===== src/hdl/polar_rect_vector_converter_core_macros.svh =====
// ----------------------------------------------------------------------------
// polar_rect_vector_converter_core_macros
// assertion macros shared by the converter core, clocked on clk_i and held
// off while rst_ni is low
// ----------------------------------------------------------------------------
`ifndef POLAR_RECT_VECTOR_CONVERTER_CORE_MACROS_SVH
`define POLAR_RECT_VECTOR_CONVERTER_CORE_MACROS_SVH

// same-cycle implication
`define PRCV_ASSERT_NOW(label, ante, cons, msg) \
  label: assert property (@(posedge clk_i) disable iff (!rst_ni) \
    (ante) |-> (cons)) else $error(msg);

// next-cycle implication
`define PRCV_ASSERT_NEXT(label, ante, cons, msg) \
  label: assert property (@(posedge clk_i) disable iff (!rst_ni) \
    (ante) |=> (cons)) else $error(msg);

`endif


===== src/hdl/prcv_pkg.sv =====
// ----------------------------------------------------------------------------
// prcv_pkg
// types, widths and constants of the polar/rectangular vector converter
// ----------------------------------------------------------------------------
package prcv_pkg;

  localparam int unsigned FRAC_BITS  = 16;
  localparam int unsigned ANGLE_BITS = 16;
  localparam int unsigned GUARD      = 8;
  localparam int unsigned TABLE_LEN  = 24;

  localparam int unsigned SPD_W  = 32;
  localparam int unsigned MAG_W  = 31;
  localparam int unsigned BRG_W  = 16;
  localparam int unsigned CFG_W  = 16;
  localparam int unsigned DP_W   = 44;
  localparam int unsigned Z_W    = 32;

  localparam int unsigned KINV_W    = 20;
  localparam int unsigned KINV_FRAC = 20;
  localparam logic [KINV_W-1:0] KINV_Q20 = 20'd636751;

  // round(0.001 m/s) in speed lsbs
  localparam logic [CFG_W-1:0] DEAD_ZONE_RESET =
    CFG_W'(((2 ** FRAC_BITS) + 500) / 1000);

  localparam logic [BRG_W-1:0] QUARTER_TURN       = BRG_W'(1 << (ANGLE_BITS - 2));
  localparam logic [BRG_W-1:0] THREE_QUARTER_TURN = BRG_W'(3 << (ANGLE_BITS - 2));
  localparam logic [Z_W-1:0]   HALF_TURN          = Z_W'(1) << (Z_W - 1);

  // arctan(2^-i) as a fraction of a turn
  localparam logic [Z_W-1:0] ATAN_TURN [TABLE_LEN] = '{
    32'h2000_0000, 32'h12E4_051E, 32'h09FB_385B, 32'h0511_11D4,
    32'h028B_0D43, 32'h0145_D7E1, 32'h00A2_F61E, 32'h0051_7C55,
    32'h0028_BE53, 32'h0014_5F2F, 32'h000A_2F98, 32'h0005_17CC,
    32'h0002_8BE6, 32'h0001_45F3, 32'h0000_A2FA, 32'h0000_517D,
    32'h0000_28BE, 32'h0000_145F, 32'h0000_0A30, 32'h0000_0518,
    32'h0000_028C, 32'h0000_0146, 32'h0000_00A3, 32'h0000_0051
  };

  typedef enum logic {
    FUNC_P2R = 1'b0,
    FUNC_R2P = 1'b1
  } func_e;

  typedef struct packed {
    func_e                   func;
    logic signed [SPD_W-1:0] along_in;
    logic signed [SPD_W-1:0] across_in;
    logic [BRG_W-1:0]        bearing_in;
    logic [MAG_W-1:0]        magnitude_in;
  } in_t;

  typedef struct packed {
    logic signed [SPD_W-1:0] along_out;
    logic signed [SPD_W-1:0] across_out;
    logic [BRG_W-1:0]        bearing_out;
    logic [MAG_W-1:0]        magnitude_out;
    logic                    dead_zone_hit;
  } out_t;

  typedef struct packed {
    in_t                    req;
    logic                   hit;
    logic signed [DP_W-1:0] x;
    logic signed [DP_W-1:0] y;
    logic [Z_W-1:0]         z;
  } cordic_t;

endpackage


===== src/hdl/prcv_post.sv =====
// ----------------------------------------------------------------------------
// prcv_post
// two exit stages: rounding and saturation of the components, bearing
// rounding and dead zone override, split gain-correction product; then the
// magnitude sum and the result register
// ----------------------------------------------------------------------------
module prcv_post (
  input  logic              clk_i,
  input  logic              rst_ni,
  input  logic              valid_i,
  input  prcv_pkg::cordic_t data_i,
  output logic              ready_o,
  output logic              valid_o,
  output prcv_pkg::out_t    res_o,
  input  logic              ready_i
);

  localparam int unsigned LO_W   = 21;
  localparam int unsigned HI_W   = prcv_pkg::DP_W - 1 - LO_W;
  localparam int unsigned PL_W   = LO_W + prcv_pkg::KINV_W;
  localparam int unsigned PH_W   = HI_W + prcv_pkg::KINV_W;
  localparam int unsigned SUM_W  = PH_W + LO_W + 1;
  localparam int unsigned M_SH   = prcv_pkg::KINV_FRAC + prcv_pkg::GUARD;
  localparam int unsigned M_W    = SUM_W - M_SH;

  logic                             c_valid_q;
  prcv_pkg::in_t                    c_req_q;
  logic                             c_hit_q;
  logic signed [prcv_pkg::SPD_W-1:0] c_along_q, c_along_d;
  logic signed [prcv_pkg::SPD_W-1:0] c_across_q, c_across_d;
  logic [prcv_pkg::BRG_W-1:0]       c_bearing_q, c_bearing_d;
  logic [PL_W-1:0]                  c_pl_q, c_pl_d;
  logic [PH_W-1:0]                  c_ph_q, c_ph_d;
  logic                             c_ready;

  logic                             d_valid_q;
  prcv_pkg::out_t                   d_res_q, d_res_d;
  logic                             d_ready;

  logic [prcv_pkg::Z_W-1:0]         z_rnd;
  logic [prcv_pkg::BRG_W-1:0]       brg_rnd;
  logic [SUM_W-1:0]                 mag_sum;
  logic [M_W-1:0]                   mag_full;
  logic [prcv_pkg::MAG_W-1:0]       mag_sat;

  function automatic logic signed [prcv_pkg::SPD_W-1:0] sat_spd(
    input logic signed [prcv_pkg::DP_W-1:0] v
  );
    logic signed [prcv_pkg::DP_W-1:0] r;
    r = (v + prcv_pkg::DP_W'(1 << (prcv_pkg::GUARD - 1))) >>> prcv_pkg::GUARD;
    if (&r[prcv_pkg::DP_W-1:prcv_pkg::SPD_W-1] || ~|r[prcv_pkg::DP_W-1:prcv_pkg::SPD_W-1]) begin
      return r[prcv_pkg::SPD_W-1:0];
    end
    return r[prcv_pkg::DP_W-1] ? {1'b1, {(prcv_pkg::SPD_W-1){1'b0}}}
                               : {1'b0, {(prcv_pkg::SPD_W-1){1'b1}}};
  endfunction

  assign d_ready = ~d_valid_q | ready_i;
  assign c_ready = ~c_valid_q | d_ready;
  assign ready_o = c_ready;
  assign valid_o = d_valid_q;
  assign res_o   = d_res_q;

  // stage c
  always_comb begin
    c_along_d  = sat_spd(data_i.x);
    c_across_d = sat_spd(data_i.y);
    z_rnd      = data_i.z + (prcv_pkg::Z_W'(1) << (prcv_pkg::Z_W - 1 - prcv_pkg::ANGLE_BITS));
    brg_rnd    = prcv_pkg::BRG_W'(z_rnd >> (prcv_pkg::Z_W - prcv_pkg::ANGLE_BITS));
    if (data_i.req.func == prcv_pkg::FUNC_P2R) begin
      c_bearing_d = data_i.req.bearing_in;
    end else if (data_i.hit) begin
      c_bearing_d = data_i.req.across_in[prcv_pkg::SPD_W-1] ?
                    prcv_pkg::THREE_QUARTER_TURN : prcv_pkg::QUARTER_TURN;
    end else begin
      c_bearing_d = brg_rnd;
    end
    // x is never negative after vectoring
    c_pl_d = PL_W'(data_i.x[LO_W-1:0]) * PL_W'(prcv_pkg::KINV_Q20);
    c_ph_d = PH_W'(data_i.x[prcv_pkg::DP_W-2:LO_W]) * PH_W'(prcv_pkg::KINV_Q20);
  end

  // stage d
  always_comb begin
    mag_sum  = (SUM_W'(c_ph_q) << LO_W) + SUM_W'(c_pl_q) + (SUM_W'(1) << (M_SH - 1));
    mag_full = mag_sum[SUM_W-1:M_SH];
    mag_sat  = (|mag_full[M_W-1:prcv_pkg::MAG_W]) ? '1 : mag_full[prcv_pkg::MAG_W-1:0];
    d_res_d  = '0;
    case (c_req_q.func)
      prcv_pkg::FUNC_P2R: begin
        d_res_d.along_out     = c_along_q;
        d_res_d.across_out    = c_across_q;
        d_res_d.bearing_out   = c_bearing_q;
        d_res_d.magnitude_out = c_req_q.magnitude_in;
        d_res_d.dead_zone_hit = 1'b0;
      end
      prcv_pkg::FUNC_R2P: begin
        d_res_d.along_out     = c_req_q.along_in;
        d_res_d.across_out    = c_req_q.across_in;
        d_res_d.bearing_out   = c_bearing_q;
        d_res_d.magnitude_out = mag_sat;
        d_res_d.dead_zone_hit = c_hit_q;
      end
      default: begin
        d_res_d = '0;
      end
    endcase
  end

  always_ff @(posedge clk_i or negedge rst_ni) begin
    if (!rst_ni) begin
      c_valid_q <= 1'b0;
      d_valid_q <= 1'b0;
    end else begin
      if (c_ready) begin
        c_valid_q <= valid_i;
      end
      if (d_ready) begin
        d_valid_q <= c_valid_q;
      end
    end
  end

  always_ff @(posedge clk_i) begin
    if (c_ready && valid_i) begin
      c_req_q     <= data_i.req;
      c_hit_q     <= data_i.hit;
      c_along_q   <= c_along_d;
      c_across_q  <= c_across_d;
      c_bearing_q <= c_bearing_d;
      c_pl_q      <= c_pl_d;
      c_ph_q      <= c_ph_d;
    end
    if (d_ready && c_valid_q) begin
      d_res_q <= d_res_d;
    end
  end

endmodule


===== config.mk =====
export PLATFORM = sky130hd
export DESIGN_NAME = prcv_post
export DESIGN_NICKNAME = d
export VERILOG_FILES = /design/src/hdl/polar_rect_vector_converter_core_macros.svh /design/src/hdl/prcv_pkg.sv /design/src/hdl/prcv_post.sv
export SDC_FILE = /design/constraint.sdc
export NUM_CORES = 2
export LEC_CHECK = 0
export BUFFER_PORTS_ARGS = -buffer_cell sky130_fd_sc_hd__buf_2
export CAP_MARGIN = 10
export CORE_MARGIN = 4
export CORE_UTILIZATION = 66
export CTS_CLUSTER_SIZE = 8
export DETAILED_ROUTE_END_ITERATION = 7
export PLACE_DENSITY = 0.88
export SYNTH_ARGS = -nofsm -noshare
export SYNTH_HDL_FRONTEND = slang
export SYNTH_SLANG_ARGS = --single-unit

===== constraint.sdc =====
create_clock -name clk_i -period 15.5 [get_ports clk_i]
set_input_delay 1.55 -clock clk_i [delete_from_list [all_inputs] [get_ports clk_i]]
set_output_delay 1.55 -clock clk_i [all_outputs]
set_load 0.01 [all_outputs]

# Word-level counts from Yosys, hierarchy flattened
# Cells that the tools add are included.
# Widths: inputs -> output; s select.
[classes] mux=13 reduce_logical=11 n_mul=2 add_sub_neg=5 bitwise_logic=5
[op_table] operator="$pmux 112 s2" count=1
[op_table] operator="$mux 32" count=6
[op_table] operator="$add 44x9->44 const B" count=2
[op_table] operator="$add 63x41->64" count=1
[op_table] operator="$add 64x28->64 const B" count=1
[op_table] operator="$mux 16" count=3
[op_table] operator="$mul 22x20->42 const B" count=1
[op_table] operator="$mul 21x20->41 const B" count=1
[op_table] operator="$add 32x16->32 const B" count=1
[op_table] operator="$mux 31" count=1
[op_table] operator="$reduce_or 5->1" count=3
[op_table] operator="$reduce_and 5->1" count=2
[op_table] operator="$not 1->1" count=3
[op_table] operator="$logic_and 1x1->1" count=2
[op_table] operator="$logic_not 1->1" count=2
[op_table] operator="$logic_or 1x1->1" count=2
[op_table] operator="$mux 1" count=2
[op_table] operator="$or 1x1->1" count=2
[totals] elab_cells=53 ff_bits=374 out_inout_bits=114 in_bits=237

# Logic depth before layout (Yosys ltp)
[depth] depth_word=6 depth_mapped=22 mapped_depth_nobuf=22

# Least setup slack after synthesis
# OpenSTA, ideal clock, no wires.
[synth_timing] kind="input -> register" startpoint="in ready_i" endpoint="reg c_across_q[0] (netlist bit) (enable)" cell_stages=2 t_required_ps=14870 arrival_time_ps=7207 path_slack_ps=7662 path_buffers=0 setup_ps=630 cell_sequence="nand3b_1 > and2_1"
[synth_between] elab_chain_len=3
[synth_rtl] item="from (decl)" line="prcv_post.sv:15" rtl="input logic ready_i"
[synth_rtl] item="$or 1x1->1" line="prcv_post.sv:58" rtl="assign d_ready = ~d_valid_q | ready_i;"
[synth_rtl] item="$or 1x1->1" line="prcv_post.sv:59" rtl="assign c_ready = ~c_valid_q | d_ready;"
[synth_rtl] item="$logic_and 1x1->1" line="prcv_post.sv:125" rtl="if (c_ready && valid_i) begin"
[synth_rtl] item="to (signal assigned)" line="prcv_post.sv:129" rtl="c_across_q <= c_across_d;"
[synth_rtl] item="to (decl)" line="prcv_post.sv:30" rtl="logic signed [prcv_pkg::SPD_W-1:0] c_across_q, c_across_d;"
# Every way passes these cells.
# A chain may end at the register's enable or synchronous reset.

# Final worst setup path
[layout_timing] startpoint="in data_i[88] (netlist bit)" endpoint="reg c_pl_q[32] (data pin)"
[layout_between] elab_chain_len=1
[layout_rtl] item="from (decl)" line="prcv_post.sv:11" rtl="input prcv_pkg::cordic_t data_i,"
[layout_rtl] item="$mul 21x20->41" line="prcv_post.sv:79" rtl="c_pl_d = PL_W'(data_i.x[LO_W-1:0]) * PL_W'(prcv_pkg::KINV_Q20);"
[layout_rtl] item="via c_pl_d[32]" line="prcv_post.sv:32" rtl="logic [PL_W-1:0] c_pl_q, c_pl_d;"
[layout_rtl] item="to (signal assigned)" line="prcv_post.sv:131" rtl="c_pl_q <= c_pl_d;"
[layout_rtl] item="to (decl)" line="prcv_post.sv:32"
# The timed path passes the listed nets, and every way through them passes these cells.

==> out/qor.csv <==
metric,value,unit
outcome,"finished, final reports clean",
DRT iter0 DRCs,1475,
fin nets,4272,
Synth Instances,2876,
post-synth top area cell,edfxtp_1,
CTS tree,done,
CP Launch Type,input pin,
Unique masters post-synth,85,
# port buffers,328,
worst rel slew slack,20.28,%
area grow syn2layout,11.71,%
Max Buffers Root-to-Sink,3,
final-report hold violation count,0,
Top Ports,351,
largest net degree at the start of global routing,93,
share of post-route cells with drive strength above 1,16.12,%
Initial DRT Pass Iterations,5,
synth top area cells,"edfxtp_1, fa_1, ha_1",
DP Wirelength,66.23,mm
cts repair resizes,0,
Worst-Margin Slew,1.196,ns
Layout Skew,0.05678,ns
Total Wirelength,81.87,mm
Congestion Overflow GR,0,
Syn Area/Cell,11.47,um^2
Tcrit/Tclk final,52.81,%
sequential cell area fraction in the yosys report,32.11,%
CP Class,in2reg,
DRC Markers,0,
Max Cap Viol,0,
vias in the first global route,24610,
antenna violations before repair,3,
synthesized area,32980,um^2
Die H,231.6,um
setup violators final,0,
HP Class,reg2reg,
ys flop type,edfxtp_1,
register clock-pin slew on the reported worst setup and hold paths,0.05,ns
WL/cell,20.93,um
CTS buffer count,52,
gr usage total,31.07,%
H-tree levels,2,
most instantiated library cell after synthesis,inv_1,
CP required,15.95,ns
DR vias,22590,
RSZ-0062 raised after global routing,no,
CP max FO,7,
Detail Route Antenna Nets,0,
gp weighted congestion,0.9653,
Post-synth ARST share,0.5666,%
Post-CTS Repair Setup Buffers,0,
most instantiated cells after synthesis,"inv_1, ha_1, fa_1",
TNS Setup,0,ns
CTS Root Cell,clkbuf_16,
top cell type's share of synthesized area,31.96,%
Final Max Tran Viols,0,
fmax,122.2,MHz
Placeable Area,49150,um^2
via-per-instance ratio,5.775,
die area,53620,um^2
crit path DAT,8.64,ns
Setup crit end kind,flip-flop,
number of synthesized flops with an enable pin,351,
Initial Util,67.10,%
clk_lat worst skew,0.61,ns
Synth Register Bits,353,
Period minus WS final,8.186,ns
DIE WIDTH,231.6,um
synthesized net count,3921,
placed cell count,3837,
Rows,81,
first-pass GRT wire length,131.1,mm
# clock sinks,353,
cts hold-fix bufs,0,
Non-Filler Instances,3911,
Synth Warn #,0,
## stage by stage
step           hold WS, ns  util [%]  setup WS, ns  cell area [um^2]
4_1_cts             0.4160     74.94         7.338             36840
6_report            0.4173     74.96         7.314             36850
3_3_place_gp        0.4005     71.96         6.811             35370
3_5_place_dp        0.4045     71.96         6.717             35370
2_1_floorplan       0.4003         -         7.662             32980
5_1_grt             0.4220     74.95         7.052             36840
## logic make-up (layout without fill, tap and decap cells)
kind of cell / after synthesis / count (layout) / share of synthesized area (%)
xor gates and xnor gates: 144 / 144 / 3.824
and+or+nand+nor: 457 / 457 / 7.276
buffers and inverters: 720 / 1088 / 8.330
muxes: 69 / 69 / 2.348
AOI/OAI and AO/OA: 325 / 325 / 6.362
adders and majority gates: 808 / 808 / 39.75
other: 0 / 3 / 0
DFF: 353 / 353 / 32.11
## final cells by class
| class | count | area [um^2] |
|---|---|---|
| antenna | 3 | 7.507 |
| clock inverter | 9 | 128.9 |
| clock buffer | 62 | 1339 |
| multi-input combinational | 1803 | 19680 |
| timing repair buffer | 338 | 1717 |
| tap | 664 | 830.8 |
| sequential | 353 | 10590 |
| inverter | 679 | 2549 |
| fill | 3153 | 12310 |
## critical path, stage by stage
cell and delay, ns:
buf_2 0.14, inv_1 0.38, fa_1 0.53, fa_1 0.50
fa_1 0.52, inv_1 0.05, fa_1 0.48, fa_1 0.53
fa_1 0.56, inv_1 0.06, fa_1 0.50, inv_1 0.05
ha_1 0.32, a21o_1 0.17, a21oi_1 0.41, o2111a_1 0.38
a21bo_2 0.18, a21oi_1 0.14, o41ai_2 0.56, or4b_1 0.48
o211ai_1 0.11
## path summary, 6_finish.rpt
| check | from | endpoint | slack (ns) | depth (start not counted) |
|---|---|---|---|---|
| setup / recovery | data_i[88] | c_pl_q[32]$_DFFE_PP_ | 7.31 | 21 |
| hold / removal | c_bearing_q[10]$_DFFE_PP_ | res_o[42]$_DFFE_PP_ | 0.42 | 0 |
| setup reg to reg | c_ph_q[15]$_DFFE_PP_ | res_o[29]$_DFFE_PP_ | 11.70 | 9 |
| hold reg to reg | c_bearing_q[10]$_DFFE_PP_ | res_o[42]$_DFFE_PP_ | 0.42 | 0 |
| max in group asynchronous | rst_ni | valid_o$_DFFE_PN0P_ | 14.66 | 1 |
| min in group asynchronous | rst_ni | c_valid_q$_DFFE_PN0N_ | 0.74 | 1 |
## layer usage
metal | GRT usage [%] | share of wire (%)
met3 | 5.642 | 7.8
met1 | 40.60 | 40
met5 | 0 | 0
met2 | 53.73 | 50
met4 | 8.930 | 3.0
## cells in the final DEF, fill, tap and decap left out, drive strengths merged, types with 8 or more instances in the layout
cell type  instances
and3              22
a31oi             17
nand2b            14
xnor2            100
nand4             28
clkbuf            62
and4              14
fa               400
a21oi             95
nor3              30
or3               12
and2              13
nand3             47
buf              338
nor2             158
nand2             77
inv              681
a21o              33
o21ai             69
ha               408
o22ai             13
o21bai             9
o211ai             9
xor2              44
nor2b             15
mux2              67
o21a              16
a211oi             8
nor4               9
o31ai              9
edfxtp           351
## flip-flops by register name, summed over array words and instances, names as in the netlist
| name | flops |
|---|---|
| res_o | 112 |
| c_req_q | 96 |
| c_ph_q | 42 |
| c_across_q | 32 |
| c_along_q | 32 |
| c_pl_q | 20 |
| c_bearing_q | 16 |
| c_hit_q | 1 |
| c_valid_q | 1 |
| valid_o | 1 |
Power is left out: the tool's default activity adds up to more than one toggle a clock period on the data nets, which glitch-free logic cannot reach.
