<file path="src/hdl/polar_rect_vector_converter_core_macros.svh">
// ----------------------------------------------------------------------------
// polar_rect_vector_converter_core_macros
// assertion macros shared by the converter core, clocked on clk_i and held
// off while rst_ni is low
// ----------------------------------------------------------------------------
`ifndef POLAR_RECT_VECTOR_CONVERTER_CORE_MACROS_SVH
`define POLAR_RECT_VECTOR_CONVERTER_CORE_MACROS_SVH

// same-cycle implication
`define PRCV_ASSERT_NOW(label, ante, cons, msg) \
  label: assert property (@(posedge clk_i) disable iff (!rst_ni) \
    (ante) |-> (cons)) else $error(msg);

// next-cycle implication
`define PRCV_ASSERT_NEXT(label, ante, cons, msg) \
  label: assert property (@(posedge clk_i) disable iff (!rst_ni) \
    (ante) |=> (cons)) else $error(msg);

`endif

</file>
<file path="src/hdl/prcv_pkg.sv">
// ----------------------------------------------------------------------------
// prcv_pkg
// types, widths and constants of the polar/rectangular vector converter
// ----------------------------------------------------------------------------
package prcv_pkg;

  localparam int unsigned FRAC_BITS  = 16;
  localparam int unsigned ANGLE_BITS = 16;
  localparam int unsigned GUARD      = 8;
  localparam int unsigned TABLE_LEN  = 24;

  localparam int unsigned SPD_W  = 32;
  localparam int unsigned MAG_W  = 31;
  localparam int unsigned BRG_W  = 16;
  localparam int unsigned CFG_W  = 16;
  localparam int unsigned DP_W   = 44;
  localparam int unsigned Z_W    = 32;

  localparam int unsigned KINV_W    = 20;
  localparam int unsigned KINV_FRAC = 20;
  localparam logic [KINV_W-1:0] KINV_Q20 = 20'd636751;

  // round(0.001 m/s) in speed lsbs
  localparam logic [CFG_W-1:0] DEAD_ZONE_RESET =
    CFG_W'(((2 ** FRAC_BITS) + 500) / 1000);

  localparam logic [BRG_W-1:0] QUARTER_TURN       = BRG_W'(1 << (ANGLE_BITS - 2));
  localparam logic [BRG_W-1:0] THREE_QUARTER_TURN = BRG_W'(3 << (ANGLE_BITS - 2));
  localparam logic [Z_W-1:0]   HALF_TURN          = Z_W'(1) << (Z_W - 1);

  // arctan(2^-i) as a fraction of a turn
  localparam logic [Z_W-1:0] ATAN_TURN [TABLE_LEN] = '{
    32'h2000_0000, 32'h12E4_051E, 32'h09FB_385B, 32'h0511_11D4,
    32'h028B_0D43, 32'h0145_D7E1, 32'h00A2_F61E, 32'h0051_7C55,
    32'h0028_BE53, 32'h0014_5F2F, 32'h000A_2F98, 32'h0005_17CC,
    32'h0002_8BE6, 32'h0001_45F3, 32'h0000_A2FA, 32'h0000_517D,
    32'h0000_28BE, 32'h0000_145F, 32'h0000_0A30, 32'h0000_0518,
    32'h0000_028C, 32'h0000_0146, 32'h0000_00A3, 32'h0000_0051
  };

  typedef enum logic {
    FUNC_P2R = 1'b0,
    FUNC_R2P = 1'b1
  } func_e;

  typedef struct packed {
    func_e                   func;
    logic signed [SPD_W-1:0] along_in;
    logic signed [SPD_W-1:0] across_in;
    logic [BRG_W-1:0]        bearing_in;
    logic [MAG_W-1:0]        magnitude_in;
  } in_t;

  typedef struct packed {
    logic signed [SPD_W-1:0] along_out;
    logic signed [SPD_W-1:0] across_out;
    logic [BRG_W-1:0]        bearing_out;
    logic [MAG_W-1:0]        magnitude_out;
    logic                    dead_zone_hit;
  } out_t;

  typedef struct packed {
    in_t                    req;
    logic                   hit;
    logic signed [DP_W-1:0] x;
    logic signed [DP_W-1:0] y;
    logic [Z_W-1:0]         z;
  } cordic_t;

endpackage

</file>
<file path="src/hdl/prcv_stage.sv">
// ----------------------------------------------------------------------------
// prcv_stage
// one registered cordic micro-rotation, rotation or vectoring by mode
// ----------------------------------------------------------------------------
module prcv_stage #(
  parameter int unsigned IDX = 0
) (
  input  logic              clk_i,
  input  logic              rst_ni,
  input  logic              valid_i,
  input  prcv_pkg::cordic_t data_i,
  output logic              ready_o,
  output logic              valid_o,
  output prcv_pkg::cordic_t data_o,
  input  logic              ready_i
);

  localparam logic [prcv_pkg::Z_W-1:0] ANGLE = prcv_pkg::ATAN_TURN[IDX];

  logic                             valid_q;
  prcv_pkg::cordic_t                data_q, data_d;
  logic signed [prcv_pkg::DP_W-1:0] dx, dy;
  logic                             turn_pos;

  assign ready_o = ~valid_q | ready_i;
  assign valid_o = valid_q;
  assign data_o  = data_q;

  always_comb begin
    dx = data_i.y >>> IDX;
    dy = data_i.x >>> IDX;
    // positive turn drives z toward zero (rotation) or y toward zero (vectoring)
    turn_pos = (data_i.req.func == prcv_pkg::FUNC_P2R) ?
               ~data_i.z[prcv_pkg::Z_W-1] : data_i.y[prcv_pkg::DP_W-1];
    data_d = data_i;
    if (turn_pos) begin
      data_d.x = data_i.x - dx;
      data_d.y = data_i.y + dy;
      data_d.z = data_i.z - ANGLE;
    end else begin
      data_d.x = data_i.x + dx;
      data_d.y = data_i.y - dy;
      data_d.z = data_i.z + ANGLE;
    end
  end

  always_ff @(posedge clk_i or negedge rst_ni) begin
    if (!rst_ni) begin
      valid_q <= 1'b0;
    end else if (ready_o) begin
      valid_q <= valid_i;
    end
  end

  always_ff @(posedge clk_i) begin
    if (ready_o && valid_i) begin
      data_q <= data_d;
    end
  end

endmodule

</file>
<file path="config.mk">
export PLATFORM = sky130hd
export DESIGN_NAME = prcv_stage
export DESIGN_NICKNAME = d
export VERILOG_FILES = /design/src/hdl/polar_rect_vector_converter_core_macros.svh /design/src/hdl/prcv_pkg.sv /design/src/hdl/prcv_stage.sv
export SDC_FILE = /design/constraint.sdc
export NUM_CORES = 1
export LEC_CHECK = 0
export ABC_AREA = 0
export BUFFER_PORTS_ARGS = -buffer_cell sky130_fd_sc_hd__buf_2
export CORE_ASPECT_RATIO = 1.4
export CORE_MARGIN = 10
export CORE_UTILIZATION = 50
export CTS_CLUSTER_SIZE = 12
export DETAILED_ROUTE_END_ITERATION = 6
export PLACE_DENSITY = 0.77
export REMOVE_ABC_BUFFERS = 1
export SLEW_MARGIN = 0
export SYNTH_ARGS = -nofsm -noshare
export SYNTH_HDL_FRONTEND = slang
export SYNTH_SLANG_ARGS = --single-unit
</file>
<file path="constraint.sdc">
create_clock -name clk_i -period 9.75 [get_ports clk_i]
set_input_delay 0.4875 -clock clk_i [delete_from_list [all_inputs] [get_ports clk_i]]
set_output_delay 0.4875 -clock clk_i [all_outputs]
set_load 0.01 [all_outputs]
</file>
# --- After elaboration in Yosys (flattened, before gate mapping) ---
# Index checks and enable logic that the tools add are counted.
totals:
  register_bits: 234
  inputBits: 237
  output_inout_bits: 235
  word_cells: 21
op_classes:
  add_sub_neg: 5
  n_mux: 2
  bitwise_logic: 3
  n_reduce_logical: 1
op_table:
  columns: ["operator", "count"]
  rows:
  - ["120-bit 2-to-1 mux", 1]
  - ["44-bit subtractor", 2]
  - ["44-bit adder", 1]
  - ["32-bit by 30-bit adder with 32-bit output (second input constant)", 1]
  - ["32-bit by 30-bit subtractor with 32-bit output (second input constant)", 1]
  - ["1-bit inverter", 2]
  - ["1-bit logical AND", 1]
  - ["1-bit 2-to-1 mux", 1]
  - ["1-bit bitwise OR", 1]

# --- Depth between registers and ports, before layout ---
# Gate-level depths: netlist of run 1.
depth:
  ltp_word: 3
  ltp_mapped: 14
  mapped_depth_nobuf: 13

# --- Worst setup path after synthesis of run 1 ---
# No wires, ideal clock.
synth_timing:
  kind: "input to register"
  startpoint: "input port ready_i"
  endpoint: "register data_q (netlist bit data_o[0]) (enable)"
  setup_time_ns: 0.623
  arrival_ns: 5.987
  required_ns: 9.127
  path_slack_ns: 3.140
  stages: 2
  path_buffers: 0
  cell_sequence: "nand2b_1 > and2_1"
synth_between:
  elab_chain_len: 2
synth_lines:
  columns: ["item", "line", "text"]
  rows:
  - ["start, declared", "prcv_stage.sv:15", "input logic ready_i"]
  - ["1-bit bitwise OR", "prcv_stage.sv:25", "assign ready_o = ~valid_q | ready_i;"]
  - ["1-bit logical AND", "prcv_stage.sv:56", "if (ready_o && valid_i) begin"]
  - ["end signal, assigned", "prcv_stage.sv:57", "data_q <= data_d;"]
  - ["end, declared", "prcv_stage.sv:21", "prcv_pkg::cordic_t data_q, data_d;"]
# Every way passes these cells.
# A chain may end at the register's enable or synchronous reset.

==> flow_metrics.py, run 1 <==
metrics = {
    "pwr": {
        "p_comb_frac": 0.285,
        "p_int_mw": 2.01,
        "powerDensity_nw_per_um2": 160,
        "seq_power_share": 0.420,
        "clkPwrFrac": 0.295,
        "p_sw_frac": 0.328,
        "p_switching_mw": 0.981,
        "p_leak_nw": 8.14,
        "vdd_drop_max_v": 0.000113,
    },
    "detailed_routing": {
        "num_vias": 14280,
        "dr.pass1.iters": 5,
        "drt_iter0_markers": 1545,
        "drc": 0,
        "drtAntennaViolNets": 0,
        "drt_wl_total_um": 66300,
        "viasPerCell": 6.04,
        "routedWlPerCell_um": 28.0,
    },
    "floorplan": {
        "core_um2": 30100,
        "die_x_um": 168,
        "die_h_um": 227,
        "die_area_um2": 38200,
        "initial_core_util": 0.509,
        "rows": 75,
        "io-pin-count": 472,
    },
    "sta": {
        "fin_crit_sh": 0.401,
        "min_period_ps": 3910,
        "max-slew-margin-rel": 0.303,
        "hold_viol": 0,
        "rsz0062_at_grt": "no",
        "drv_slew": 0,
        "tightest_slew_ps": 1050,
        "fmax_ghz": 0.256,
        "finalClockSkew_ps": 12.3,
        "fin_setup_tns_ps": 0,
        "setup_viol": 0,
    },
    "clocking": {
        "cts_root_buffer": "clkbuf_16",
        "cts_setup_buffers": 0,
        "clkTransAtPathRegs_ps": 70,
        "max-clock-path-buffers": 3,
        "clk_latency_ps": 550,
        "cts_tree": "built",
        "numCtsBuffers": 25,
        "cts_sinks": 233,
        "htree_levels": 1,
    },
    "global_route": {
        "grt_pass1_wl_um": 94600,
        "grt_max_degree": 85,
        "globalRouteOverflowTotal": 0,
        "grtUsageTotal": 0.329,
        "antenna_found_initial": 14,
        "grt_pass1_vias": 14242,
    },
    "place": {
        "portBuffers": 471,
        "place_hpwl_um": 54000,
        "place_congestion": 1.05,
    },
    "final_layout": {
        "final_util": 0.621,
        "drive_above_1_share": 0.274,
        "area_delta_synth_final_pct": 22.0,
        "finalNetCount": 2352,
        "multiInputGateArea_um2": 7580,
        "fillers": 2538,
        "seq_area_um2": 6990,
    },
    "logic_synthesis": {
        "postSynthAreaPerCell_um2": 10.1,
        "synth-edff-count": 232,
        "synth-seq-cells": 233,
        "ys_seq_area_frac": 0.456,
        "yosysTopAreaCell": "edfxtp_1",
        "yosys_warnings": 0,
        "synthFlopType": "edfxtp_1",
        "ys_types": 77,
        "synth_area_leaders": "edfxtp_1 45%, ha_1 12%, a21oi_1 5.8%",
        "synthCells": 1521,
        "synthArstFlopShare": 0.00429,
        "synth_top_area_frac": 0.454,
        "synth_area_um2": 15300,
    },
    "setup_path": {
        "endpoint_kind": "flip-flop",
        "arrival_ps": 4200,
        "cp.required_ps": 10040,
        "critPathLaunchType": "input port",
        "cp_max_fo": 15,
        "crit_type": "input port to flip-flop",
    },
    "worst_hold_path": {
        "hold_path.class": "input port to flip-flop",
    },
    "flow_run": {
        "max-cap-violations": 0,
    },
    "status": {
        "status": "finished clean",
    },
}
==> critical path, stage by stage <==
cell       delay (ps)
buf_2             120
inv_1              50
ha_1              680
inv_1             320
or4_1             690
nor3_1            330
nand2_1           160
nor2_1            150
nor3_1            110
a211oi_1          420
o211ai_1          250
o2111ai_1         290
xor2_1            100
==> per-stage QoR <==
| step | worst slack, ps | cell area, um^2 | power [mW] | std cells | hold slack (ps) |
|---|---|---|---|---|---|
| floorplan | 1430 | 15100 | 1.76 | 1459 | 192 |
| global placement | 5350 | 18000 | 2.10 | 2323 | 262 |
| CTS | 5930 | 18700 | 2.99 | 2360 | 89.3 |
| detailed placement | 5360 | 18000 | 2.10 | 2323 | 263 |
| global route | 5560 | 18700 | 3.10 | 2363 | 95.6 |
| finish | 5840 | 18700 | 2.99 | 2363 | 107 |
==> logic make-up (layout without fill, tap and decap cells) <==
| logic type | count (synthesis) | in the layout | synth area share |
|---|---|---|---|
| flops | 233 | 233 | 0.456 |
| simple gates | 353 | 353 | 0.110 |
| compound gates | 478 | 478 | 0.195 |
| mux | 24 | 24 | 0.0157 |
| buf+inv | 198 | 652 | 0.0508 |
| xor+xnor | 86 | 86 | 0.0491 |
| fa+ha+maj | 149 | 149 | 0.124 |
| other cells | 0 | 3 | 0 |
==> power by group through the flow <==
stage          Combinational, mW  Clock [mW]  Sequential (mW)
3_3_place_gp               0.829           0             1.27
5_1_grt                    0.909       0.933             1.26
4_1_cts                    0.839       0.895             1.25
2_1_floorplan              0.444           0             1.32
3_5_place_dp               0.833           0             1.27
6_report                   0.850       0.881             1.25
==> flip-flops by register name (all words and copies together), names as in the netlist <==
| name | count |
|---|---|
| data_o | 232 |
| valid_o | 1 |
==> routing by layer <==
metal,share of wire,track usage
met5,0.00060,0
met2,0.51,0.595
met1,0.35,0.358
met3,0.090,0.0720
met4,0.051,0.157
==> final cells by class <==
type / count / area share
Timing Repair Buffer: 480 / 0.130
Sequential cell: 233 / 0.374
Antenna cell: 3 / 0.000401
Clock inverter: 8 / 0.00408
Multi-Input combinational cell: 1090 / 0.405
Clock buffer: 28 / 0.0340
Inverter: 136 / 0.0273
Tap cell: 385 / 0.0257
==> cell usage in the layout, fill, tap and decap left out, types with 69 or more instances in the layout <==
| cell | instances |
|---|---|
| a21oi_1 | 178 |
| buf_2 | 471 |
| edfxtp_1 | 232 |
| ha_1 | 145 |
| inv_1 | 132 |
| nand2_1 | 69 |
| nor2_1 | 121 |
| o21ai_0 | 101 |
| xnor2_1 | 74 |
==> cell usage after synthesis (12+ instances only) <==
cell,count
a21o_1,15
a21oi_1,178
buf_2,20
clkbuf_1,29
edfxtp_1,232
ha_1,145
inv_1,133
mux2i_1,23
nand2_1,69
nand2b_1,16
nand3_1,22
nand4_1,25
nor2_1,121
nor2b_1,15
nor3_1,34
nor4_1,13
o21ai_0,101
o21bai_1,34
o31ai_1,20
xnor2_1,74
xor2_1,12
==> timing repair <==
action,CTS,global route
hold endpoints to repair,1,0
gates resized for setup,0,0
hold buffers,1,0
==> final timing paths <==
path	end	from	cells after the start	slack [ps]
setup / recovery	data_o[118]	data_i[58]	13	5840
hold / removal	data_o[191]	data_i[191]	1	110
setup reg to reg	data_o[185]	valid_o	4	6840
hold reg to reg	valid_o	valid_o	2	630
max in group asynchronous	valid_o	rst_ni	2	9400
min in group asynchronous	valid_o	rst_ni	2	270
No activity file was read; power rests on OpenSTA's default activity.
==> run 2, diff against run 1 <==
clock period = 3.77 ns   (was 9.75 ns; I/O delays follow)
==> flow_metrics.py, run 2 (synthesis gave the netlist of run 1 again) <==
metrics = {
    "final_layout": {
        "fillers": 2278,
        "drive_above_1_share": 0.278,
        "largest_reg_flops": 232,
        "instances_no_fill": 2583,
        "final_cell_mix": "471 x buf_2, 232 x edfxtp_1, 178 x a21oi_1",
        "area_delta_synth_final_pct": 35.1,
        "finalNetCount": 2567,
        "final_common_cell": "buf_2",
        "final_util": 0.688,
    },
    "global_route": {
        "grtUsageTotal": 0.357,
        "grt_pass1_wl_um": 103000,
        "globalRouteOverflowTotal": 0,
        "antenna_found_initial": 9,
        "grt_pass1_vias": 15641,
        "grt_max_degree": 87,
    },
    "sta": {
        "max-slew-margin-rel": 0.270,
        "tightest_slew_ps": 1100,
        "setup_viol": 0,
        "fin_setup_tns_ps": 0,
        "min_period_ps": 3280,
        "rsz0062_at_grt": "no",
        "drv_slew": 0,
        "hold_viol": 0,
        "fin_crit_sh": 0.871,
        "whs_ps": 58.2,
        "fmax_ghz": 0.305,
        "finalClockSkew_ps": 14.9,
    },
    "clocking": {
        "cts_tree": "built",
        "htree_levels": 1,
        "cts_resized": 0,
        "numCtsBuffers": 25,
        "clk_latency_ps": 550,
        "max-clock-path-buffers": 3,
        "clkTransAtPathRegs_ps": 60,
        "cts_root_buffer": "clkbuf_16",
        "cts_sinks": 233,
    },
    "setup_path": {
        "cp_common_cell": "o21ai_0",
        "cpMaxStageDelayCell": "a311oi_1",
        "cp_max_fo": 10,
        "endpoint_kind": "flip-flop",
        "path_cells": "buf_2, inv_1, ha_1, nor2_1, o21ai_0, a311oi_1, a2111oi_2, o41ai_2, a21oi_2, o21ai_0, o21ai_0, xor2_1",
        "arrival_ps": 3550,
        "cp.required_ps": 4030,
        "slowest_delay_ps": 510,
        "cp_top_family": "compound AO/OA/AOI/OAI gates",
        "critPathLaunchType": "input port",
        "cp_num_buf_inv": 2,
        "crit_type": "input port to flip-flop",
    },
    "detailed_routing": {
        "dr.pass1.iters": 5,
        "drtAntennaViolNets": 0,
        "num_vias": 15553,
        "routedWlPerCell_um": 27.9,
        "drt_wl_total_um": 72100,
        "viasPerCell": 6.02,
        "drc": 0,
        "drt_iter0_markers": 1640,
    },
    "pwr": {
        "p_leak_nw": 9.08,
        "power.total_mw": 8.01,
        "vdd_drop_max_v": 0.000306,
        "powerDensity_nw_per_um2": 387,
    },
    "floorplan": {
        "core_um2": 30100,
        "rows": 75,
        "initial_core_util": 0.509,
        "die_area_um2": 38200,
        "io-pin-count": 472,
        "die_h_um": 227,
        "die_x_um": 168,
    },
    "place": {
        "portBuffers": 471,
        "place_congestion": 1.01,
        "place_hpwl_um": 54700,
        "dp_cells": 2392,
    },
    "worst_hold_path": {
        "hold_path.class": "input port to flip-flop",
    },
    "status": {
        "status": "finished clean",
    },
    "flow_run": {
        "max-cap-violations": 0,
    },
}
run 2: what timing repair did:
item / CTS / global route
setup endpoints to repair: 0 / 0
endpoints found under the hold margin: 146 / 0
buffers inserted: 0 / 0
hold buffers: 147 / 0
run 2: path summary, 6_finish.rpt:
check	startpoint	cells after the start	slack [ps]	to
worst max-delay path	data_i[44]	12	490	data_o[105]
worst min-delay path	ready_i	3	60	valid_o
worst max register to register	valid_o	3	1740	data_o[31]
worst min register to register	valid_o	2	650	valid_o
max in group asynchronous	rst_ni	3	3160	valid_o
min in group asynchronous	rst_ni	3	510	valid_o
run 2: routing by layer:
metal / vias up / GRT usage / share of wire
met5: - / 0 / 0.00036
li1: 6861 / - / -
met3: 205 / 0.0647 / 0.087
met1: 7427 / 0.393 / 0.34
met4: 4 / 0.199 / 0.062
met2: 1056 / 0.637 / 0.51
run 2: tightest hold or removal path, cell delays in order:
cell and delay, ps:
buf_2 90, nand2b_1 180, nand2b_1 90
run 2: per-stage QoR:
step,worst slack [ps],area [um^2]
floorplan,-4250,15100
global placement,40.3,18500
detailed placement,75.5,18500
CTS,618,20700
global route,351,20700
finish,487,20700
run 2: layout make-up:
class / instances / area, um^2 / area share
repair buffers: 695 / 4440 / 0.214
multi-input cells: 1090 / 7580 / 0.366
well taps: 385 / 482 / 0.0232
flip-flops and latches: 233 / 6990 / 0.337
clock inverters: 10 / 57.6 / 0.00278
clock buffers: 30 / 644 / 0.0311
inverters: 136 / 510 / 0.0246
diodes: 4 / 10.0 / 0.000483
run 2: power breakdown:
part	total, mW	internal [mW]	switching [mW]
logic	2.48	0.952	1.53
clock network	2.28	1.21	1.07
registers	3.25	3.16	0.0940
