## src/hdl/polar_rect_vector_converter_core_macros.svh

```systemverilog
// ----------------------------------------------------------------------------
// polar_rect_vector_converter_core_macros
// assertion macros shared by the converter core, clocked on clk_i and held
// off while rst_ni is low
// ----------------------------------------------------------------------------
`ifndef POLAR_RECT_VECTOR_CONVERTER_CORE_MACROS_SVH
`define POLAR_RECT_VECTOR_CONVERTER_CORE_MACROS_SVH

// same-cycle implication
`define PRCV_ASSERT_NOW(label, ante, cons, msg) \
  label: assert property (@(posedge clk_i) disable iff (!rst_ni) \
    (ante) |-> (cons)) else $error(msg);

// next-cycle implication
`define PRCV_ASSERT_NEXT(label, ante, cons, msg) \
  label: assert property (@(posedge clk_i) disable iff (!rst_ni) \
    (ante) |=> (cons)) else $error(msg);

`endif

```

## src/hdl/prcv_pkg.sv

```systemverilog
// ----------------------------------------------------------------------------
// prcv_pkg
// types, widths and constants of the polar/rectangular vector converter
// ----------------------------------------------------------------------------
package prcv_pkg;

  localparam int unsigned FRAC_BITS  = 16;
  localparam int unsigned ANGLE_BITS = 16;
  localparam int unsigned GUARD      = 8;
  localparam int unsigned TABLE_LEN  = 24;

  localparam int unsigned SPD_W  = 32;
  localparam int unsigned MAG_W  = 31;
  localparam int unsigned BRG_W  = 16;
  localparam int unsigned CFG_W  = 16;
  localparam int unsigned DP_W   = 44;
  localparam int unsigned Z_W    = 32;

  localparam int unsigned KINV_W    = 20;
  localparam int unsigned KINV_FRAC = 20;
  localparam logic [KINV_W-1:0] KINV_Q20 = 20'd636751;

  // round(0.001 m/s) in speed lsbs
  localparam logic [CFG_W-1:0] DEAD_ZONE_RESET =
    CFG_W'(((2 ** FRAC_BITS) + 500) / 1000);

  localparam logic [BRG_W-1:0] QUARTER_TURN       = BRG_W'(1 << (ANGLE_BITS - 2));
  localparam logic [BRG_W-1:0] THREE_QUARTER_TURN = BRG_W'(3 << (ANGLE_BITS - 2));
  localparam logic [Z_W-1:0]   HALF_TURN          = Z_W'(1) << (Z_W - 1);

  // arctan(2^-i) as a fraction of a turn
  localparam logic [Z_W-1:0] ATAN_TURN [TABLE_LEN] = '{
    32'h2000_0000, 32'h12E4_051E, 32'h09FB_385B, 32'h0511_11D4,
    32'h028B_0D43, 32'h0145_D7E1, 32'h00A2_F61E, 32'h0051_7C55,
    32'h0028_BE53, 32'h0014_5F2F, 32'h000A_2F98, 32'h0005_17CC,
    32'h0002_8BE6, 32'h0001_45F3, 32'h0000_A2FA, 32'h0000_517D,
    32'h0000_28BE, 32'h0000_145F, 32'h0000_0A30, 32'h0000_0518,
    32'h0000_028C, 32'h0000_0146, 32'h0000_00A3, 32'h0000_0051
  };

  typedef enum logic {
    FUNC_P2R = 1'b0,
    FUNC_R2P = 1'b1
  } func_e;

  typedef struct packed {
    func_e                   func;
    logic signed [SPD_W-1:0] along_in;
    logic signed [SPD_W-1:0] across_in;
    logic [BRG_W-1:0]        bearing_in;
    logic [MAG_W-1:0]        magnitude_in;
  } in_t;

  typedef struct packed {
    logic signed [SPD_W-1:0] along_out;
    logic signed [SPD_W-1:0] across_out;
    logic [BRG_W-1:0]        bearing_out;
    logic [MAG_W-1:0]        magnitude_out;
    logic                    dead_zone_hit;
  } out_t;

  typedef struct packed {
    in_t                    req;
    logic                   hit;
    logic signed [DP_W-1:0] x;
    logic signed [DP_W-1:0] y;
    logic [Z_W-1:0]         z;
  } cordic_t;

endpackage

```

## src/hdl/prcv_pre.sv

```systemverilog
// ----------------------------------------------------------------------------
// prcv_pre
// two entry stages: gain-corrected magnitude product and dead zone test,
// then quadrant fold and start vector of the cordic
// ----------------------------------------------------------------------------
module prcv_pre (
  input  logic                              clk_i,
  input  logic                              rst_ni,
  input  logic [prcv_pkg::CFG_W-1:0]        dead_zone_i,
  input  logic                              valid_i,
  input  prcv_pkg::in_t                     req_i,
  output logic                              ready_o,
  output logic                              valid_o,
  output prcv_pkg::cordic_t                 data_o,
  input  logic                              ready_i
);

  localparam int unsigned PROD_W = prcv_pkg::MAG_W + prcv_pkg::KINV_W;
  localparam int unsigned M_SH   = prcv_pkg::KINV_FRAC - prcv_pkg::GUARD;

  logic                              a_valid_q;
  prcv_pkg::in_t                     a_req_q;
  logic [PROD_W-1:0]                 a_prod_q, a_prod_d;
  logic                              a_hit_q, a_hit_d;
  logic                              a_ready;

  logic                              b_valid_q;
  prcv_pkg::cordic_t                 b_data_q, b_data_d;
  logic                              b_ready;

  logic [prcv_pkg::SPD_W-1:0]        abs_along;
  logic signed [prcv_pkg::DP_W-1:0]  mag_x;
  logic signed [prcv_pkg::DP_W-1:0]  along_x;
  logic signed [prcv_pkg::DP_W-1:0]  across_x;
  logic [prcv_pkg::Z_W-1:0]          z_fold;
  logic                              flip;

  assign b_ready = ~b_valid_q | ready_i;
  assign a_ready = ~a_valid_q | b_ready;
  assign ready_o = a_ready;
  assign valid_o = b_valid_q;
  assign data_o  = b_data_q;

  // stage a
  always_comb begin
    abs_along = req_i.along_in[prcv_pkg::SPD_W-1] ?
                prcv_pkg::SPD_W'(-req_i.along_in) : prcv_pkg::SPD_W'(req_i.along_in);
    a_hit_d   = abs_along <= prcv_pkg::SPD_W'(dead_zone_i);
    a_prod_d  = PROD_W'(req_i.magnitude_in) * PROD_W'(prcv_pkg::KINV_Q20)
              + PROD_W'(1 << (M_SH - 1));
  end

  // stage b
  always_comb begin
    mag_x    = prcv_pkg::DP_W'(a_prod_q[PROD_W-1:M_SH]);
    along_x  = prcv_pkg::DP_W'(a_req_q.along_in) <<< prcv_pkg::GUARD;
    across_x = prcv_pkg::DP_W'(a_req_q.across_in) <<< prcv_pkg::GUARD;
    z_fold   = prcv_pkg::Z_W'(a_req_q.bearing_in) << (prcv_pkg::Z_W - prcv_pkg::ANGLE_BITS);
    flip     = z_fold[prcv_pkg::Z_W-1] ^ z_fold[prcv_pkg::Z_W-2];

    b_data_d     = '0;
    b_data_d.req = a_req_q;
    b_data_d.hit = a_hit_q;
    case (a_req_q.func)
      prcv_pkg::FUNC_P2R: begin
        b_data_d.x = flip ? -mag_x : mag_x;
        b_data_d.y = '0;
        b_data_d.z = flip ? (z_fold ^ prcv_pkg::HALF_TURN) : z_fold;
      end
      prcv_pkg::FUNC_R2P: begin
        if (a_req_q.along_in[prcv_pkg::SPD_W-1]) begin
          b_data_d.x = -along_x;
          b_data_d.y = -across_x;
          b_data_d.z = prcv_pkg::HALF_TURN;
        end else begin
          b_data_d.x = along_x;
          b_data_d.y = across_x;
          b_data_d.z = '0;
        end
      end
      default: begin
        b_data_d.x = '0;
        b_data_d.y = '0;
        b_data_d.z = '0;
      end
    endcase
  end

  always_ff @(posedge clk_i or negedge rst_ni) begin
    if (!rst_ni) begin
      a_valid_q <= 1'b0;
      b_valid_q <= 1'b0;
    end else begin
      if (a_ready) begin
        a_valid_q <= valid_i;
      end
      if (b_ready) begin
        b_valid_q <= a_valid_q;
      end
    end
  end

  always_ff @(posedge clk_i) begin
    if (a_ready && valid_i) begin
      a_req_q  <= req_i;
      a_prod_q <= a_prod_d;
      a_hit_q  <= a_hit_d;
    end
    if (b_ready && a_valid_q) begin
      b_data_q <= b_data_d;
    end
  end

endmodule

```

## config.mk

```make
export PLATFORM = sky130hd
export DESIGN_NAME = prcv_pre
export DESIGN_NICKNAME = d
export VERILOG_FILES = /design/src/hdl/polar_rect_vector_converter_core_macros.svh /design/src/hdl/prcv_pkg.sv /design/src/hdl/prcv_pre.sv
export SDC_FILE = /design/constraint.sdc
export NUM_CORES = 1
export LEC_CHECK = 0
export ABC_AREA = 1
export BUFFER_PORTS_ARGS = -buffer_cell sky130_fd_sc_hd__buf_2
export CAP_MARGIN = 10
export CORE_MARGIN = 2
export CORE_UTILIZATION = 36
export CTS_BUF_LIST = sky130_fd_sc_hd__clkbuf_4 sky130_fd_sc_hd__clkbuf_8 sky130_fd_sc_hd__clkbuf_16
export CTS_CLUSTER_SIZE = 12
export DETAILED_ROUTE_END_ITERATION = 12
export SYNTH_ARGS = -nofsm -noshare
export SYNTH_HDL_FRONTEND = slang
export SYNTH_SLANG_ARGS = --single-unit
```

## constraint.sdc

```tcl
create_clock -name clk_i -period 15.9 [get_ports clk_i]
set_clock_uncertainty 0.15 [all_clocks]
set_input_delay 3.18 -clock clk_i [delete_from_list [all_inputs] [get_ports clk_i]]
set_output_delay 3.18 -clock clk_i [all_outputs]
set_load 0.05 [all_outputs]
```

======== Word-level counts from Yosys, hierarchy flattened ========
Cells that the tools add are included.
cells by class
  multipliers ............................. 1
  order comparisons ....................... 1
  mux-type cells .......................... 5
  $add $sub $neg .......................... 5
  bitwise gates (word level) .............. 7
  reduce and logical (&&, ||, !) cells .... 2
operators by type and width
  kind                      count
  $pmux W120 S2             1
  $mux W120                 1
  $neg A40 Y44              2
  $mux W32                  2
  $add A51 B12 Y51 const B  1
  $mul A31 B20 Y51 const B  1
  $mux W44                  1
  $neg A39 Y44              1
  $le A32 B16 Y1            1
  $neg A32 Y32              1
  $not A1 Y1                4
  $logic_and A1 B1 Y1       2
  $or A1 B1 Y1              2
  $xor A1 B1 Y1             1
word-level totals
  bits of input ports ..................... 132
  bits in registers ....................... 399
  word-level logic and storage cells ...... 39
  output and inout port bits .............. 235

======== Depth between registers and ports, before layout ========
Gate-level depths: netlist of run 1.
  word-level depth ........................ 4
  mapped depth ............................ 28
  depth with buffers taken out ............ 28

======== Worst setup path after synthesis of run 1 ========
OpenSTA, ideal clock, no wires.
  kind .................................... input-to-reg
  from .................................... input ready_i
  to ...................................... register b_data_q, in the netlist data_o[100], enable pin
  required time ........................... 14.904 ns
  cell stages on the path ................. 2
  arrival time ............................ 13.236 ns
  path buffers ............................ 0
  path slack .............................. 1.668 ns
  path through ............................ inv_1 > a21oi_1
on the way
  cells in the longest elaborated chain, start to end .. 2
RTL lines
  what                    line             text
  start: declaration      prcv_pre.sv:15   input logic ready_i
  $or A1 B1 Y1            prcv_pre.sv:38   assign b_ready = ~b_valid_q | ready_i;
  $logic_and A1 B1 Y1     prcv_pre.sv:109  if (b_ready && a_valid_q) begin
  end signal: assignment  prcv_pre.sv:110  b_data_q <= b_data_d;
  end: declaration        prcv_pre.sv:28   prcv_pkg::cordic_t b_data_q, b_data_d;
Every way passes these cells.
A chain may end at the register's enable or synchronous reset.

======== Worst setup path after layout of run 1 ========
  from .................................... input req_i[9] (netlist name)
  to ...................................... register a_prod_q[28], data pin
on the way
  cells in the longest elaborated chain, start to end .. 2
RTL lines
  what                    line             text
  start: declaration      prcv_pre.sv:11   input prcv_pkg::in_t req_i,
  $mul A31 B20 Y51        prcv_pre.sv:49   a_prod_d = PROD_W'(req_i.magnitude_in) * PROD_W'(prcv_pkg::KINV_Q20)
  $add A51 B12 Y51        prcv_pre.sv:50   + PROD_W'(1 << (M_SH - 1));
  net a_prod_d[28]        prcv_pre.sv:23   logic [PROD_W-1:0] a_prod_q, a_prod_d;
  end signal: assignment  prcv_pre.sv:106  a_prod_q <= a_prod_d;
  end: declaration        prcv_pre.sv:23
The timed path passes the listed nets, and every way through them passes these cells.

==> summary.md, run 1 <==
| Metric | Value |
|---|---|
| Most used cell, CP | `fa_1` |
| Synth Cell Area | `about 29000 µm²` |
| #FFs+latches synth | `363` |
| Root buffer cell | `clkbuf_16` |
| Synth cell types | `46` |
| Die area | `between 80000 and 90000 µm²` |
| FMAX | `about 110 MHz` |
| Core Rows | `around 100` |
| Final period utilization | `0.554` |
| Cts repair resizes | `0` |
| EDFF count, synth | `between 300 and 400` |
| Rel. slew slack | `0.280` |
| Required time of the critical path | `16060 ps` |
| Status | `finished clean` |
| Synth area leaders | `edfxtp_1 37%, fa_1 21%, ha_1 10%` |
| Via count | `21405` |
| Clock Path Buffers | `3` |
| Top FF cell, synth | `edfxtp_1` |
| Drt first pass iters | `9` |
| Core ar. | `80500 µm²` |
| Initial Util | `0.364` |
| Gpl congestion | `around 0.95` |
| Layout cells sized above 1 | `0.137` |
| Routed Antenna Nets | `0` |
| Arrival time at the worst endpoint | `about 9000 ps` |
| Hold buffer count at cts | `0` |
| Largest net degree at the start of global routing | `about 160` |
| TritonCTS Buffers | `44` |
| Slew Viols, Final | `0` |
| Total negative slack | `0 ps` |
| N_diodes | `0` |
| RSZ-0062 raised after global routing | `no` |
| Area Overhead vs Synth | `14.9%` |
| Tot GR Track Use | `0.201` |
| Htree depth | `2` |
| CTS tree | `built` |
| Final hold violation count | `0` |
| Hold Slack | `265 ps` |
| Top Ports | `around 370` |
| Cells after Synth | `~3000` |
| Top cell type by total area after synthesis | `edfxtp_1` |
| Kind of critical path | `input pin to flop` |
| Yosys top cell area share | `0.370` |
| Number of vias per cell | `4.79` |
| CP bufs+invs | `5` |
| HPWL after DPL | `approximately 68 mm` |
| Min-delay worst type | `flop to flop` |
| Layout Nets | `just over 4000` |
| Total gr overflow | `0` |
| Die Span Y | `a little under 300 µm` |
| Crit path largest cell delay | `between 600 and 700 ps` |
| Synthesized area per cell | `about 9.7 µm²` |
| Tmin final | `between 8000 and 9000 ps` |
| FILL cells | `7979` |
| Slowest-stage cell, CP | `fa_1` |
| Clock sink count | `between 300 and 400` |
| CP Cell Sequence | `buf_2 -> inv_1 -> fa_1 -> fa_1 -> fa_1 -> inv_1 -> fa_1 -> fa_1 -> fa_1 -> inv_1 -> fa_1 -> inv_1 -> ha_1 -> a21oi_1 -> o21ai_0 -> a21oi_1 -> o21bai_1 -> a21oi_1 -> xnor2_1` |
| Sequential-to-total area share from yosys stat | `0.372` |
| IO Port Bufs | `about 340` |
| First-pass GRT wire length | `127 mm` |
| Worst-margin pin slew | `~1100 ps` |
| Delay-heaviest family, CP | `adder cells` |
| Max_cap viols | `0` |
| Critical-path maximum fanout | `5` |
| Number of global-route vias before repair | `approximately 22000` |
| Die W | `a little under 300 µm` |
| Async S/R FF share, synth | `0.00551` |
| DRC | `0` |
| Final setup fails | `0` |
| CTS clk-pin slew, worst paths | `~60 ps` |
| WL/cell | `18.8 µm` |
| CP Launch Type | `input pin` |
| Clk_lat worst skew | `approximately 600 ps` |
| Routed WL | `roughly 84 mm` |
| DR iter-0 viols | `~1200` |
| Initial antenna violation count | `1` |
| Postcts setup bufs | `0` |
| Crit. End Element | `flop` |
| Ys Warns | `0` |
## layer usage
metal,vias up,routed length [µm],global-route usage
met5,-,13,0
met2,621,40700,0.347
met1,10320,36000,0.259
met3,121,5040,0.0343
li1,10341,-,-
met4,2,2220,0.0554
## worst paths after layout
| path | end | cells past startpoint | from | slack (ps) |
|---|---|---|---|---|
| worst max register to register | data_o[108] | 7 | a_req_q[45] | 12950 |
| min in group asynchronous | a_valid_q | 1 | rst_ni | 2220 |
| worst min register to register | data_o[131] | 0 | a_req_q[10] | 270 |
| max in group asynchronous | valid_o | 1 | rst_ni | 13280 |
| worst max-delay path | a_prod_q[28] | 19 | req_i[9] | 7090 |
| worst min-delay path | data_o[131] | 0 | a_req_q[10] | 270 |
## registers in the layout, summed over array words and instances, names as in the netlist
register / cells
a_prod_q: 39
a_hit_q: 1
a_valid_q: 1
a_req_q: 112
valid_o: 1
data_o: 209
## per-stage QoR
step / instances / cell area [µm²] / worst slack [ps] / utilization
after floorplan: 3042 / 29400 / 1670 / -
after global placement: 4396 / 32200 / 6450 / 0.400
after detailed placement: 4396 / 32200 / 6500 / 0.400
after CTS: 4472 / 33700 / 7130 / 0.418
after global routing: 4472 / 33700 / 6770 / 0.418
final: 4472 / 33700 / 7090 / 0.418
## cell usage in the layout (no fill, tap or decap), types with 5 or more instances in the layout
| master | n |
|---|---|
| xor2_1 | 32 |
| o21ai_1 | 12 |
| conb_1 | 24 |
| nand3_1 | 141 |
| a21oi_1 | 142 |
| xnor2_1 | 9 |
| o22ai_1 | 6 |
| clkbuf_4 | 8 |
| o21a_1 | 13 |
| clkinv_1 | 5 |
| nor2_1 | 262 |
| nand3_2 | 5 |
| nand2_2 | 6 |
| edfxtp_1 | 361 |
| nor4_1 | 6 |
| nor3_1 | 50 |
| nand4_1 | 32 |
| a31oi_1 | 7 |
| o211ai_1 | 6 |
| fa_1 | 305 |
| inv_2 | 9 |
| buf_4 | 7 |
| nor2_4 | 6 |
| o21bai_1 | 8 |
| buf_2 | 342 |
| nor2_2 | 11 |
| clkinv_2 | 6 |
| nand2_1 | 427 |
| o21ai_0 | 122 |
| ha_1 | 241 |
| clkbuf_16 | 44 |
| inv_1 | 703 |
| and3_1 | 6 |
## cell usage after synthesis, types with 11 or more instances
cell,number
a21oi_1,143
buf_4,24
clkbuf_1,20
edfxtp_1,361
fa_1,305
ha_1,241
inv_1,705
nand2_1,427
nand3_1,141
nand4_1,32
nor2_1,262
nor2_2,11
nor3_1,50
o21a_1,13
o21ai_0,122
o21ai_1,12
xor2_1,32
## final cells by class
class                      instances  area, µm²  share of cell area
timing repair buffer             350       1780              0.0530
tap                             1060       1330              0.0394
multi-input combinational       1909      15500               0.461
clock inverter                    24        289             0.00858
sequential                       363      10900               0.323
clock buffer                      52       1160              0.0345
inverter                         714       2690              0.0798
## cell families after synthesis
kind of cell / count (synthesis) / share of synthesized area
flip-flops: 363 / 0.372
AO/OA/AOI/OAI: 331 / 0.0610
other: 1 / 0.000128
buffers and inverters: 770 / 0.102
AND/OR/NAND/NOR: 967 / 0.142
adder cells (fa/ha/maj): 546 / 0.311
XOR/XNOR: 41 / 0.0123
Power of run 1 is not shown: default switching activity piles up to over one toggle a cycle in this logic, so the estimate is an artifact.
==> run 2: changes to the inputs <==
--- a/config.mk
+++ b/config.mk
@@ -5,7 +5,7 @@
 export SDC_FILE = /design/constraint.sdc
 export NUM_CORES = 1
 export LEC_CHECK = 0
-export ABC_AREA = 1
+export ABC_AREA = 0
 export BUFFER_PORTS_ARGS = -buffer_cell sky130_fd_sc_hd__buf_2
 export CAP_MARGIN = 10
 export CORE_MARGIN = 2
==> constraint.sdc (replaced) <==
create_clock -name clk_i -period 9.23 [get_ports clk_i]
set_clock_uncertainty 0.15 [all_clocks]
set_input_delay 1.846 -clock clk_i [delete_from_list [all_inputs] [get_ports clk_i]]
set_output_delay 1.846 -clock clk_i [all_outputs]
set_load 0.05 [all_outputs]
==> summary.md, run 2 <==
| Metric | Value |
|---|---|
| Synth cell types | `around 70` |
| Synth area leaders | `edfxtp_1 40%, fa_1 22%, ha_1 11%` |
| Drt first pass iters | `5` |
| Clk_lat worst skew | `just under 600 ps` |
| Most frequent cells in the layout | `471 x inv_1, 361 x edfxtp_1, 342 x buf_2` |
| Worst-margin pin slew | `a little over 1000 ps` |
| Status | `finished clean` |
| Uppermost layer routed | `met4` |
| IO Port Bufs | `roughly 340` |
| Initial antenna violation count | `0` |
| Final setup fails | `0` |
| Largest net degree at the start of global routing | `99` |
| WL/cell | `slightly below 20 µm` |
| Tmin final | `roughly 8500 ps` |
| Total negative slack | `0 ps` |
| Core ar. | `74700 µm²` |
| CP Launch Type | `input pin` |
| Clock Path Buffers | `3` |
| Area Overhead vs Synth | `15.8%` |
| Metal3 WL | `4.11 mm` |
| Top FF cell, synth | `edfxtp_1` |
| CP bufs+invs | `5` |
| FMAX | `117 MHz` |
| Ys Warns | `0` |
| Layout cells sized above 1 | `0.173` |
| Delay-heaviest family, CP | `adder cells` |
| Arrival time at the worst endpoint | `8700 ps` |
| Min-delay worst type | `flop to flop` |
| CTS tree | `built` |
| Crit path largest cell delay | `650 ps` |
| Synth Cell Area | `roughly 27000 µm²` |
| Number of global-route vias before repair | `approximately 19000` |
| Number of vias per cell | `between 4 and 5` |
| Hold buffer count at cts | `0` |
| Tot GR Track Use | `0.186` |
| Initial Util | `0.365` |
| Hold path cells | `0` |
| Kind of critical path | `input pin to flop` |
| Routed WL | `between 70 and 80 mm` |
| Layout Nets | `3286` |
| FF-to-FF path depth | `8` |
| Routed Antenna Nets | `0` |
| Die W | `~280 µm` |
| Synthesized area per cell | `roughly 12 µm²` |
| Via count | `17525` |
| DRC | `0` |
| Total gr overflow | `0` |
| Top Ports | `367` |
| RSZ-0062 raised after global routing | `no` |
| HPWL after DPL | `58.0 mm` |
| Core Rows | `100` |
| Max reg flops | `~210` |
| FILL cells | `roughly 7000` |
| Sequential-to-total area share from yosys stat | `0.399` |
| CP Cell Sequence | `buf_2 -> inv_1 -> fa_1 -> fa_1 -> fa_1 -> inv_1 -> fa_1 -> fa_1 -> fa_1 -> inv_1 -> fa_1 -> inv_1 -> ha_1 -> nand2_1 -> or4_4 -> or4_1 -> o211ai_1 -> o21ai_1 -> a21oi_1 -> a21boi_0 -> xnor2_1` |
| Root buffer cell | `clkbuf_16` |
| Die Span Y | `279 µm` |
| Met1 Wirelength | `30.7 mm` |
| Crit. End Element | `flop` |
| Required time of the critical path | `9390 ps` |
| Die area | `78000 µm²` |
| First-pass GRT wire length | `between 100 and 150 mm` |
| Slew Viols, Final | `0` |
| Slowest-stage cell, CP | `fa_1` |
| Critical path depth | `21` |
| Postcts setup bufs | `0` |
| EDFF count, synth | `between 300 and 400` |
| Clock sink count | `between 300 and 400` |
| Final hold violation count | `0` |
| Htree depth | `2` |
| Top-count cell post-synth | `inv_1` |
| Most instantiated cells after synthesis | `471 x inv_1, 361 x edfxtp_1, 305 x fa_1` |
| Gpl congestion | `0.897` |
| Async S/R FF share, synth | `0.00551` |
| Critical-path maximum fanout | `5` |
| DR iter-0 viols | `917` |
| #FFs+latches synth | `~360` |
| Commonest non-fill, non-tap cell in the layout | `inv_1` |
| Met2 wire len | `roughly 35 mm` |
| N_diodes | `0` |
| Final period utilization | `0.925` |
| Top cell type by total area after synthesis | `edfxtp_1` |
| Yosys top cell area share | `0.397` |
| Cells after Synth | `approximately 2200` |
| Rel. slew slack | `0.329` |
| Max_cap viols | `0` |
| Cts repair resizes | `0` |
| TritonCTS Buffers | `46` |
| CTS clk-pin slew, worst paths | `approximately 50 ps` |
| Most used cell, CP | `fa_1` |
==> run 2: kinds of logic (layout without fill, tap and decap cells) <==
group / Yosys count / count (layout) / synth area share
compound gates: 303 / 303 / 0.0721
simple gates: 344 / 344 / 0.0674
other cells: 1 / 24 / 0.000138
buf+inv: 531 / 910 / 0.0771
fa+ha+maj: 546 / 546 / 0.334
mux: 7 / 7 / 0.00262
xor+xnor: 146 / 146 / 0.0469
flops: 363 / 363 / 0.399
==> run 2: per-stage QoR <==
| step | cells | util | worst slack (ps) | instance area [µm²] | hold slack (ps) |
|---|---|---|---|---|---|
| floorplan | 2264 | - | 871 | 27400 | 250 |
| global placement | 3529 | 0.403 | 252 | 30100 | 254 |
| detailed placement | 3529 | 0.403 | 125 | 30100 | 257 |
| CTS | 3612 | 0.423 | 740 | 31600 | 269 |
| global route | 3612 | 0.423 | 417 | 31600 | 268 |
| finish | 3612 | 0.423 | 695 | 31600 | 267 |
==> run 2: final timing paths <==
kind	slack, ps	endpoint	from
min reg2reg	270	data_o[145]	a_req_q[24]
min in group asynchronous	890	valid_o	rst_ni
max reg2reg	5900	data_o[111]	a_req_q[83]
min	270	data_o[145]	a_req_q[24]
max in group asynchronous	7940	a_valid_q	rst_ni
max	700	a_prod_q[45]	req_i[9]
==> run 2: final cells by class <==
cell class / count / area, µm² / area share
clock buffer: 50 / 1180 / 0.0374
clock inverter: 33 / 343 / 0.0109
inverter: 471 / 1770 / 0.0560
multi-input combinational: 1370 / 14400 / 0.455
sequential: 363 / 10900 / 0.345
tap: 969 / 1210 / 0.0384
timing repair buffer: 356 / 1820 / 0.0575
==> run 2: routing by layer <==
metal,up-vias,global-route usage
met4,0,0.0509
met2,501,0.317
met1,8725,0.238
li1,8192,-
met3,107,0.0387
met5,-,0
==> run 2: worst register-to-register path, stage by stage (launching register included) <==
cell	delay, ps
edfxtp_1	450
or4_1	610
nor3_2	250
nand3_1	150
or4_4	490
nand2b_1	220
o41ai_1	350
xor2_1	230
a21oi_1	110
Power of run 2 is left out for the same reason.
